<file path="src/rtl/assert_macros.svh">
// assertion macros for the rtl file that checks its own behaviour
// needs clk_i and rst_ni in the scope where a macro is used
`ifndef ASSERT_MACROS_SVH
`define ASSERT_MACROS_SVH

// same-cycle implication, held off during reset
`define UBTR_ASSERT(lbl, ante, cons, msg) \
  lbl: assert property (@(posedge clk_i) disable iff (!rst_ni) (ante) |-> (cons)) \
    else $error(msg);

// next-cycle implication, held off during reset
`define UBTR_ASSERT_NEXT(lbl, ante, cons, msg) \
  lbl: assert property (@(posedge clk_i) disable iff (!rst_ni) (ante) |=> (cons)) \
    else $error(msg);

`endif

</file>
<file path="src/rtl/ubtr_pkg.sv">
// types and codes for the buffered uart transmit and receive fifo block
// used by the controller, the datapath and the top level
package ubtr_pkg;

  typedef enum logic [1:0] {
    ACT_PUT     = 2'd0,
    ACT_GET     = 2'd1,
    ACT_TX_RDY  = 2'd2,
    ACT_RX_BYTE = 2'd3
  } action_e;

  typedef enum logic [1:0] {
    ST_OK       = 2'd0,
    ST_TX_FULL  = 2'd1,
    ST_RX_EMPTY = 2'd2,
    ST_OVERRUN  = 2'd3
  } status_e;

  typedef enum logic {
    FSM_IDLE = 1'b0,
    FSM_OUT  = 1'b1
  } fsm_state_e;

  typedef struct packed {
    action_e    action;
    logic [7:0] data_byte;
  } in_t;

  typedef struct packed {
    status_e    status;
    logic [7:0] read_byte;
    logic       line_valid;
    logic [7:0] line_byte;
    logic       tx_irq_enable;
    logic       rx_irq_enable;
    logic [8:0] tx_level;
    logic [8:0] rx_level;
  } out_t;

  typedef struct packed {
    logic load;
  } ctrl_cmd_t;

endpackage

</file>
<file path="src/rtl/ubtr_ctrl.sv">
// handshake controller: sequences one transaction at a time into the datapath
// depends on ubtr_pkg
module ubtr_ctrl
  import ubtr_pkg::*;
(
  input  logic      clk_i,
  input  logic      rst_ni,
  input  logic      in_valid_i,
  output logic      in_stall_o,
  output logic      out_valid_o,
  input  logic      out_stall_i,
  output ctrl_cmd_t cmd_o
);

  fsm_state_e state_q, state_d;
  logic       load;

  always_ff @(posedge clk_i or negedge rst_ni) begin
    if (!rst_ni) begin
      state_q <= FSM_IDLE;
    end else begin
      state_q <= state_d;
    end
  end

  always_comb begin
    case (state_q)
      FSM_IDLE: begin
        in_stall_o  = 1'b0;
        out_valid_o = 1'b0;
      end
      FSM_OUT: begin
        in_stall_o  = out_stall_i;
        out_valid_o = 1'b1;
      end
      default: begin
        in_stall_o  = 1'b1;
        out_valid_o = 1'b0;
      end
    endcase
    load       = in_valid_i && !in_stall_o;
    cmd_o.load = load;
  end

  always_comb begin
    case (state_q)
      FSM_IDLE: state_d = load ? FSM_OUT : FSM_IDLE;
      FSM_OUT: begin
        if (out_stall_i) begin
          state_d = FSM_OUT;
        end else begin
          state_d = load ? FSM_OUT : FSM_IDLE;
        end
      end
      default: state_d = FSM_IDLE;
    endcase
  end

endmodule

</file>
<file path="src/rtl/ubtr_datapath.sv">
// fifo datapath: both ring buffers, pointers, counts, interrupt enables, result
// depends on ubtr_pkg
module ubtr_datapath
  import ubtr_pkg::*;
#(
  parameter int TX_DEPTH = 256,
  parameter int RX_DEPTH = 256
) (
  input  logic      clk_i,
  input  logic      rst_ni,
  input  ctrl_cmd_t cmd_i,
  input  in_t       in_data_i,
  output out_t      out_data_o
);

  localparam int TX_AW = (TX_DEPTH > 1) ? $clog2(TX_DEPTH) : 1;
  localparam int RX_AW = (RX_DEPTH > 1) ? $clog2(RX_DEPTH) : 1;
  localparam int TX_CW = $clog2(TX_DEPTH + 1);
  localparam int RX_CW = $clog2(RX_DEPTH + 1);

  logic [7:0] tx_mem [TX_DEPTH];
  logic [7:0] rx_mem [RX_DEPTH];

  logic [TX_AW-1:0] tx_rptr_q, tx_rptr_d, tx_wptr_q, tx_wptr_d;
  logic [RX_AW-1:0] rx_rptr_q, rx_rptr_d, rx_wptr_q, rx_wptr_d;
  logic [TX_CW-1:0] tx_cnt_q, tx_cnt_d;
  logic [RX_CW-1:0] rx_cnt_q, rx_cnt_d;
  logic             tx_en_q, tx_en_d, rx_en_q, rx_en_d;

  status_e    status_q, status_d;
  logic       get_hit_q, get_hit_d;
  logic       line_vld_q, line_vld_d;
  logic [7:0] tx_rd_q, rx_rd_q;

  logic tx_full, tx_empty, rx_full, rx_empty;
  logic tx_push, tx_pop, rx_push, rx_pop;

  logic [TX_CW+8:0] tx_lvl_ext;
  logic [RX_CW+8:0] rx_lvl_ext;

  assign tx_full  = (tx_cnt_q == TX_CW'(TX_DEPTH));
  assign tx_empty = (tx_cnt_q == '0);
  assign rx_full  = (rx_cnt_q == RX_CW'(RX_DEPTH));
  assign rx_empty = (rx_cnt_q == '0);

  always_comb begin
    tx_push    = 1'b0;
    tx_pop     = 1'b0;
    rx_push    = 1'b0;
    rx_pop     = 1'b0;
    tx_rptr_d  = tx_rptr_q;
    tx_wptr_d  = tx_wptr_q;
    rx_rptr_d  = rx_rptr_q;
    rx_wptr_d  = rx_wptr_q;
    tx_cnt_d   = tx_cnt_q;
    rx_cnt_d   = rx_cnt_q;
    tx_en_d    = tx_en_q;
    rx_en_d    = rx_en_q;
    status_d   = status_q;
    get_hit_d  = get_hit_q;
    line_vld_d = line_vld_q;
    if (cmd_i.load) begin
      status_d   = ST_OK;
      get_hit_d  = 1'b0;
      line_vld_d = 1'b0;
      case (in_data_i.action)
        ACT_PUT: begin
          if (tx_full) begin
            status_d = ST_TX_FULL;
          end else begin
            tx_push   = 1'b1;
            tx_wptr_d = (tx_wptr_q == TX_AW'(TX_DEPTH - 1)) ? '0 : tx_wptr_q + TX_AW'(1);
            tx_cnt_d  = tx_cnt_q + TX_CW'(1);
            tx_en_d   = 1'b1;
          end
        end
        ACT_GET: begin
          if (rx_empty) begin
            status_d = ST_RX_EMPTY;
          end else begin
            rx_pop    = 1'b1;
            get_hit_d = 1'b1;
            rx_rptr_d = (rx_rptr_q == RX_AW'(RX_DEPTH - 1)) ? '0 : rx_rptr_q + RX_AW'(1);
            rx_cnt_d  = rx_cnt_q - RX_CW'(1);
          end
          rx_en_d = 1'b1;
        end
        ACT_TX_RDY: begin
          if (!tx_empty) begin
            tx_pop     = 1'b1;
            line_vld_d = 1'b1;
            tx_rptr_d  = (tx_rptr_q == TX_AW'(TX_DEPTH - 1)) ? '0 : tx_rptr_q + TX_AW'(1);
            tx_cnt_d   = tx_cnt_q - TX_CW'(1);
          end
          if (tx_cnt_q <= TX_CW'(1)) begin
            tx_en_d = 1'b0;
          end
        end
        ACT_RX_BYTE: begin
          if (rx_full) begin
            status_d = ST_OVERRUN;
            rx_en_d  = 1'b0;
          end else begin
            rx_push   = 1'b1;
            rx_wptr_d = (rx_wptr_q == RX_AW'(RX_DEPTH - 1)) ? '0 : rx_wptr_q + RX_AW'(1);
            rx_cnt_d  = rx_cnt_q + RX_CW'(1);
            if (rx_cnt_q == RX_CW'(RX_DEPTH - 1)) begin
              rx_en_d = 1'b0;
            end
          end
        end
        default: status_d = ST_OK;
      endcase
    end
  end

  always_ff @(posedge clk_i or negedge rst_ni) begin
    if (!rst_ni) begin
      tx_rptr_q <= '0;
      tx_wptr_q <= '0;
      rx_rptr_q <= '0;
      rx_wptr_q <= '0;
      tx_cnt_q  <= '0;
      rx_cnt_q  <= '0;
      tx_en_q   <= 1'b0;
      rx_en_q   <= 1'b1;
    end else begin
      tx_rptr_q <= tx_rptr_d;
      tx_wptr_q <= tx_wptr_d;
      rx_rptr_q <= rx_rptr_d;
      rx_wptr_q <= rx_wptr_d;
      tx_cnt_q  <= tx_cnt_d;
      rx_cnt_q  <= rx_cnt_d;
      tx_en_q   <= tx_en_d;
      rx_en_q   <= rx_en_d;
    end
  end

  always_ff @(posedge clk_i) begin
    status_q   <= status_d;
    get_hit_q  <= get_hit_d;
    line_vld_q <= line_vld_d;
  end

  // transmit ring buffer
  always_ff @(posedge clk_i) begin
    if (tx_push) begin
      tx_mem[tx_wptr_q] <= in_data_i.data_byte;
    end
    if (tx_pop) begin
      tx_rd_q <= tx_mem[tx_rptr_q];
    end
  end

  // receive ring buffer
  always_ff @(posedge clk_i) begin
    if (rx_push) begin
      rx_mem[rx_wptr_q] <= in_data_i.data_byte;
    end
    if (rx_pop) begin
      rx_rd_q <= rx_mem[rx_rptr_q];
    end
  end

  assign tx_lvl_ext = {9'd0, tx_cnt_q};
  assign rx_lvl_ext = {9'd0, rx_cnt_q};

  always_comb begin
    out_data_o.status        = status_q;
    out_data_o.read_byte     = get_hit_q ? rx_rd_q : 8'd0;
    out_data_o.line_valid    = line_vld_q;
    out_data_o.line_byte     = line_vld_q ? tx_rd_q : 8'd0;
    out_data_o.tx_irq_enable = tx_en_q;
    out_data_o.rx_irq_enable = rx_en_q;
    out_data_o.tx_level      = tx_lvl_ext[8:0];
    out_data_o.rx_level      = rx_lvl_ext[8:0];
  end

endmodule

</file>
<file path="src/rtl/uart_buffered_tx_rx_fifos.sv">
// Buffered uart front end with a transmit fifo and a receive fifo. Each input
// transaction is one action (put, get, transmitter ready, byte received) and
// gives exactly one registered result in the cycle after it is accepted; a new transaction is
// taken in the same cycle that the previous result is taken, so the block runs
// at one transaction per cycle while the output is not stalled. The turnaround
// is set by the registered read port of each fifo memory. Memory contents need
// no clearing pass after reset; counts, pointers and interrupt enables reset.
// depends on ubtr_pkg, ubtr_ctrl, ubtr_datapath and assert_macros.svh
`include "assert_macros.svh"

module uart_buffered_tx_rx_fifos
  import ubtr_pkg::*;
#(
  parameter int TX_DEPTH = 256,
  parameter int RX_DEPTH = 256
) (
  input  logic clk_i,
  input  logic rst_ni,
  input  logic in_valid_i,
  output logic in_stall_o,
  input  in_t  in_data_i,
  output logic out_valid_o,
  input  logic out_stall_i,
  output out_t out_data_o
);

  ctrl_cmd_t cmd;

  ubtr_ctrl u_ctrl (
    .clk_i       (clk_i),
    .rst_ni      (rst_ni),
    .in_valid_i  (in_valid_i),
    .in_stall_o  (in_stall_o),
    .out_valid_o (out_valid_o),
    .out_stall_i (out_stall_i),
    .cmd_o       (cmd)
  );

  ubtr_datapath #(
    .TX_DEPTH (TX_DEPTH),
    .RX_DEPTH (RX_DEPTH)
  ) u_datapath (
    .clk_i      (clk_i),
    .rst_ni     (rst_ni),
    .cmd_i      (cmd),
    .in_data_i  (in_data_i),
    .out_data_o (out_data_o)
  );

  `UBTR_ASSERT_NEXT(a_result_follows, in_valid_i && !in_stall_o, out_valid_o, "no result after transaction")
  `UBTR_ASSERT(a_no_accept_held, out_valid_o && out_stall_i, in_stall_o, "accepted while result held")
  `UBTR_ASSERT(a_tx_en_level, out_valid_o && !out_data_o.tx_irq_enable, out_data_o.tx_level == 9'd0, "tx enable low with bytes queued")
  `UBTR_ASSERT(a_line_ok, out_valid_o && out_data_o.line_valid, out_data_o.status == ST_OK, "line byte with error status")

endmodule

</file>
<file path="config.mk">
export PLATFORM = sky130hd
export DESIGN_NAME = uart_buffered_tx_rx_fifos
export DESIGN_NICKNAME = d
export VERILOG_FILES = /design/src/rtl/ubtr_pkg.sv /design/src/rtl/ubtr_ctrl.sv /design/src/rtl/ubtr_datapath.sv /design/src/rtl/uart_buffered_tx_rx_fifos.sv
export VERILOG_INCLUDE_DIRS = /design/src /design/src/rtl
export SDC_FILE = /design/constraint.sdc
export NUM_CORES = 2
export LEC_CHECK = 0
export BUFFER_PORTS_ARGS = -buffer_cell sky130_fd_sc_hd__buf_2
export CORE_MARGIN = 2
export CORE_UTILIZATION = 50
export CTS_BUF_LIST = sky130_fd_sc_hd__clkbuf_8
export CTS_CLUSTER_DIAMETER = 150
export CTS_CLUSTER_SIZE = 12
export DETAILED_ROUTE_END_ITERATION = 6
export MAX_ROUTING_LAYER = met4
export PLACE_DENSITY_LB_ADDON = 0.08
export SLEW_MARGIN = 20
export SYNTH_ARGS = -nofsm -noshare
export SYNTH_HDL_FRONTEND = slang
export SYNTH_SLANG_ARGS = --single-unit
export TNS_END_PERCENT = 20
</file>
<file path="constraint.sdc">
create_clock -name clk_i -period 6.9 [get_ports clk_i]
set_input_delay 0.345 -clock clk_i [delete_from_list [all_inputs] [get_ports clk_i]]
set_output_delay 0.345 -clock clk_i [all_outputs]
set_load 0.01 [all_outputs]
</file>
==> results.toml <==
[global_routing]
use_met3 = 0.0321
grt_usage = 0.272
overflow = 0
busiest_layer = "met2"
antenna_found_initial = 7
grt_max_degree = 194
grt_pass1_wl_um = 619000
grt_pass1_vias = 80114
use_met1 = 0.370
grt_use_met2 = 0.433

[logic_synthesis]
synth_edf_count = 4116
syn_area_sq_mm = 0.162
avgSynthCellArea_sq_um = 20.9
synth.area.top_cells = "edfxtp_1 76%, mux4_2 13%, mux2i_1 1.8%"
ys_ff_latch = 4169
yosys.area.top_type = "edfxtp_1"
synthDistinctLibCells = 80
yosys.area.top_type_share = 0.761
syn_inst = 7765
synth-seq-area-share = 0.769
ys.flop_type = "edfxtp_1"
yosys_warnings = 0
postSynth.asyncResetShare = 0.0127
synth_fp_nets = 7801

[clock_tree]
clkTransAtPathRegs_ns = 0.09
cts-resized-gates = 0
max-clock-path-buffers = 4
clock_latency_ns = 1.14
tritoncts = "done"
htreeDepth = 5
numClockSinks = 4169
cts_buffers = 385
cts_setup_buffers = 0
root_buffer = "clkbuf_8"

[setup_path]
rrSetupSlack_ns = 2.04
start_kind = "register"
reg2reg_depth = 8
cp_cell_sequence = "buf_12 -> mux4_2 -> a22oi_1 -> a21oi_1 -> a2111oi_1 -> o31ai_1 -> a21oi_1 -> a21oi_1"
r2r_start = "u_datapath.tx_rptr_q[0]"
startpoint = "u_datapath.tx_rptr_q[0]"
rr_endpoint = "u_datapath.tx_rd_q[5]"
critPathSlowestCell = "dfrtp_4"
critPathKind = "reg -> reg"
cp_max_fo = 48
critical_path.endpoint_type = "register"
critPathRequiredTime_ns = 7.77
path_common_cell = "a21oi_1"
cp-endpoint = "u_datapath.tx_rd_q[5]"
max_stage_delay_ns = 1.06
cp.arrival_ns = 5.74

[floorplan]
pin_count = 55
die_h_um = 574
dieArea_sq_mm = 0.329
start_util = 0.502
die_width_um = 574
placementRows = 209
coreArea_sq_mm = 0.324

[pwr]
powerDensity_mw_per_mm2 = 331
ir_worst_vdd_v = 0.000301
p_leak_uw = 0.0524

[drt]
remaining_drc_errors = 0
postRouteAntennaNets = 0
vias_per_cell = 6.43
first_pass_iters = 6
avgRoutedWirePerCell_um = 35.5
vias = 79408
drt-total-wl_um = 439000
drt_iter0_markers = 9493

[sta]
tightest_slew_ns = 1.28
final_max_slew_viol_count = 0
finalCritPeriodShare = 0.705
fin_worst_skew_ns = 0.0675
setup_viol = 0
finalHoldViolCount = 0
timing.fmax_mhz = 206
max_slew_margin = 0.144
setup_tns_ns = 0
rsz0062_at_grt = "false"
fin_crit_ns = 4.86

[final_layout]
final_area_sq_mm = 0.173
drive_gt1_frac = 0.206
nets = 7964
syn_to_final_growth_pct = 6.79

[job]
cap_viol_max_count = 0

[placed_design]
dp_hpwl_um = 258000
io_buffer_count = 54
gp_congestion = 0.842
placed_area_sq_mm = 0.167

[status]
outcome = "finished, final reports clean"

[min_path]
min_path_type = "in -> reg"
worst min-delay path by stage:
| stage | cells past startpoint | end | start |
|---|---|---|---|
| after floorplan | 0 | u_ctrl.state_q | rst_ni |
| after global placement | 2 | u_datapath.rx_en_q | u_datapath.rx_en_q |
| after detailed placement | 2 | u_datapath.rx_en_q | u_datapath.rx_en_q |
| after CTS | 3 | u_datapath.get_hit_q | out_stall_i |
| after global routing | 3 | u_datapath.get_hit_q | out_stall_i |
| final | 3 | u_datapath.get_hit_q | in_data_i[9] |
cells in the final DEF (no fill, tap or decap), types with 56 or more instances in the layout:
master,n
inv_1,85
mux2i_1,294
mux4_2,911
clkbuf_8,391
a21oi_1,151
edfxtp_1,4116
nand2_1,150
nor2_1,575
a221oi_1,96
a22o_1,56
buf_4,139
o21ai_0,102
a22oi_1,196
what timing repair did:
action | CTS | global route
endpoints found under the hold margin | 718 | 0
endpoints found under the setup margin | 0 | 0
hold buffers | 20 | 0
metrics by stage:
| stage | util | total power [uW] | hold WS, ns | instances | worst slack (ns) |
|---|---|---|---|---|---|
| 2_1_floorplan | - | 39000 | 0.0494 | 7765 | 4.08 |
| 3_3_place_gp | 0.517 | 44800 | 0.484 | 11845 | 1.78 |
| 3_5_place_dp | 0.517 | 44800 | 0.487 | 11845 | 2.09 |
| 4_1_cts | 0.535 | 57800 | 0.0621 | 12344 | 2.07 |
| 5_1_grt | 0.536 | 59300 | 0.192 | 12348 | 1.99 |
| 6_report | 0.536 | 57500 | 0.201 | 12353 | 2.04 |
kinds of logic after synthesis:
group                      Yosys count  synth area share
DFF                               4169             0.769
muxes                             1218             0.146
and+or+nand+nor                    990            0.0267
AOI/OAI and AO/OA                  836            0.0361
buffers and inverters              498            0.0185
xor gates and xnor gates            32           0.00173
adders and majority gates           22           0.00174
registers in the layout (all words and copies together) (netlist names):
| name | count |
|---|---|
| u_datapath.status_q | 2 |
| u_datapath.rx_mem | 2048 |
| u_datapath.tx_mem | 2048 |
| u_datapath.tx_rptr_q | 8 |
| u_datapath.rx_rd_q | 8 |
| u_datapath.tx_wptr_q | 8 |
| u_datapath.rx_wptr_q | 8 |
| u_datapath.rx_en_q | 1 |
| u_datapath.rx_cnt_q | 9 |
| u_datapath.line_vld_q | 1 |
| u_datapath.tx_cnt_q | 9 |
| u_ctrl.state_q | 1 |
| u_datapath.rx_rptr_q | 8 |
| u_datapath.tx_en_q | 1 |
| u_datapath.tx_rd_q | 8 |
| u_datapath.get_hit_q | 1 |
metal layers:
layer	part of all wire	routed length (um)
met1	0.41	179000
met2	0.49	216000
met3	0.065	28300
met4	0.036	15800
met5	0	0
synth_stat cells, types with 31 or more instances:
library cell / number
a221oi_1: 96
buf_4: 39
clkbuf_1: 171
o221ai_1: 38
nand2_1: 162
a21oi_1: 151
nand3_1: 58
a22o_1: 56
mux2i_1: 294
mux4_2: 911
nor2b_1: 31
dfrtp_1: 52
a211oi_1: 44
buf_6: 67
a22oi_1: 196
edfxtp_1: 4116
o21ai_0: 102
and2_1: 31
nor2_1: 580
buf_2: 150
o22ai_1: 51
cell type report:
type | count | area, sq um
Clock inverter | 88 | 434
Clock buffer | 391 | 5380
Sequential cell | 4169 | 125000
Inverter | 19 | 76.3
Fill cell | 25079 | 150000
Antenna cell | 8 | 20.0
Tap cell | 4325 | 5410
Multi-Input combinational cell | 3098 | 34700
Timing Repair Buffer | 255 | 2470
power breakdown:
group          switching, uW  internal (uW)  leakage [uW]  total (uW)
sequential               532          27900        0.0376       28500
combinational           9500           6230        0.0116       15700
clock                   8110           5130       0.00323       13200
total                  18100          39300        0.0524       57500
worst max-delay path, delay by kind of cell (launching register included):
family | cells | cell delay (ns)
AO/OA/AOI/OAI | 6 | 2.41
buffers and inverters | 1 | 0.42
flip-flops | 1 | 1.06
multiplexers | 1 | 0.56
Power figures use the tool's default switching activity.
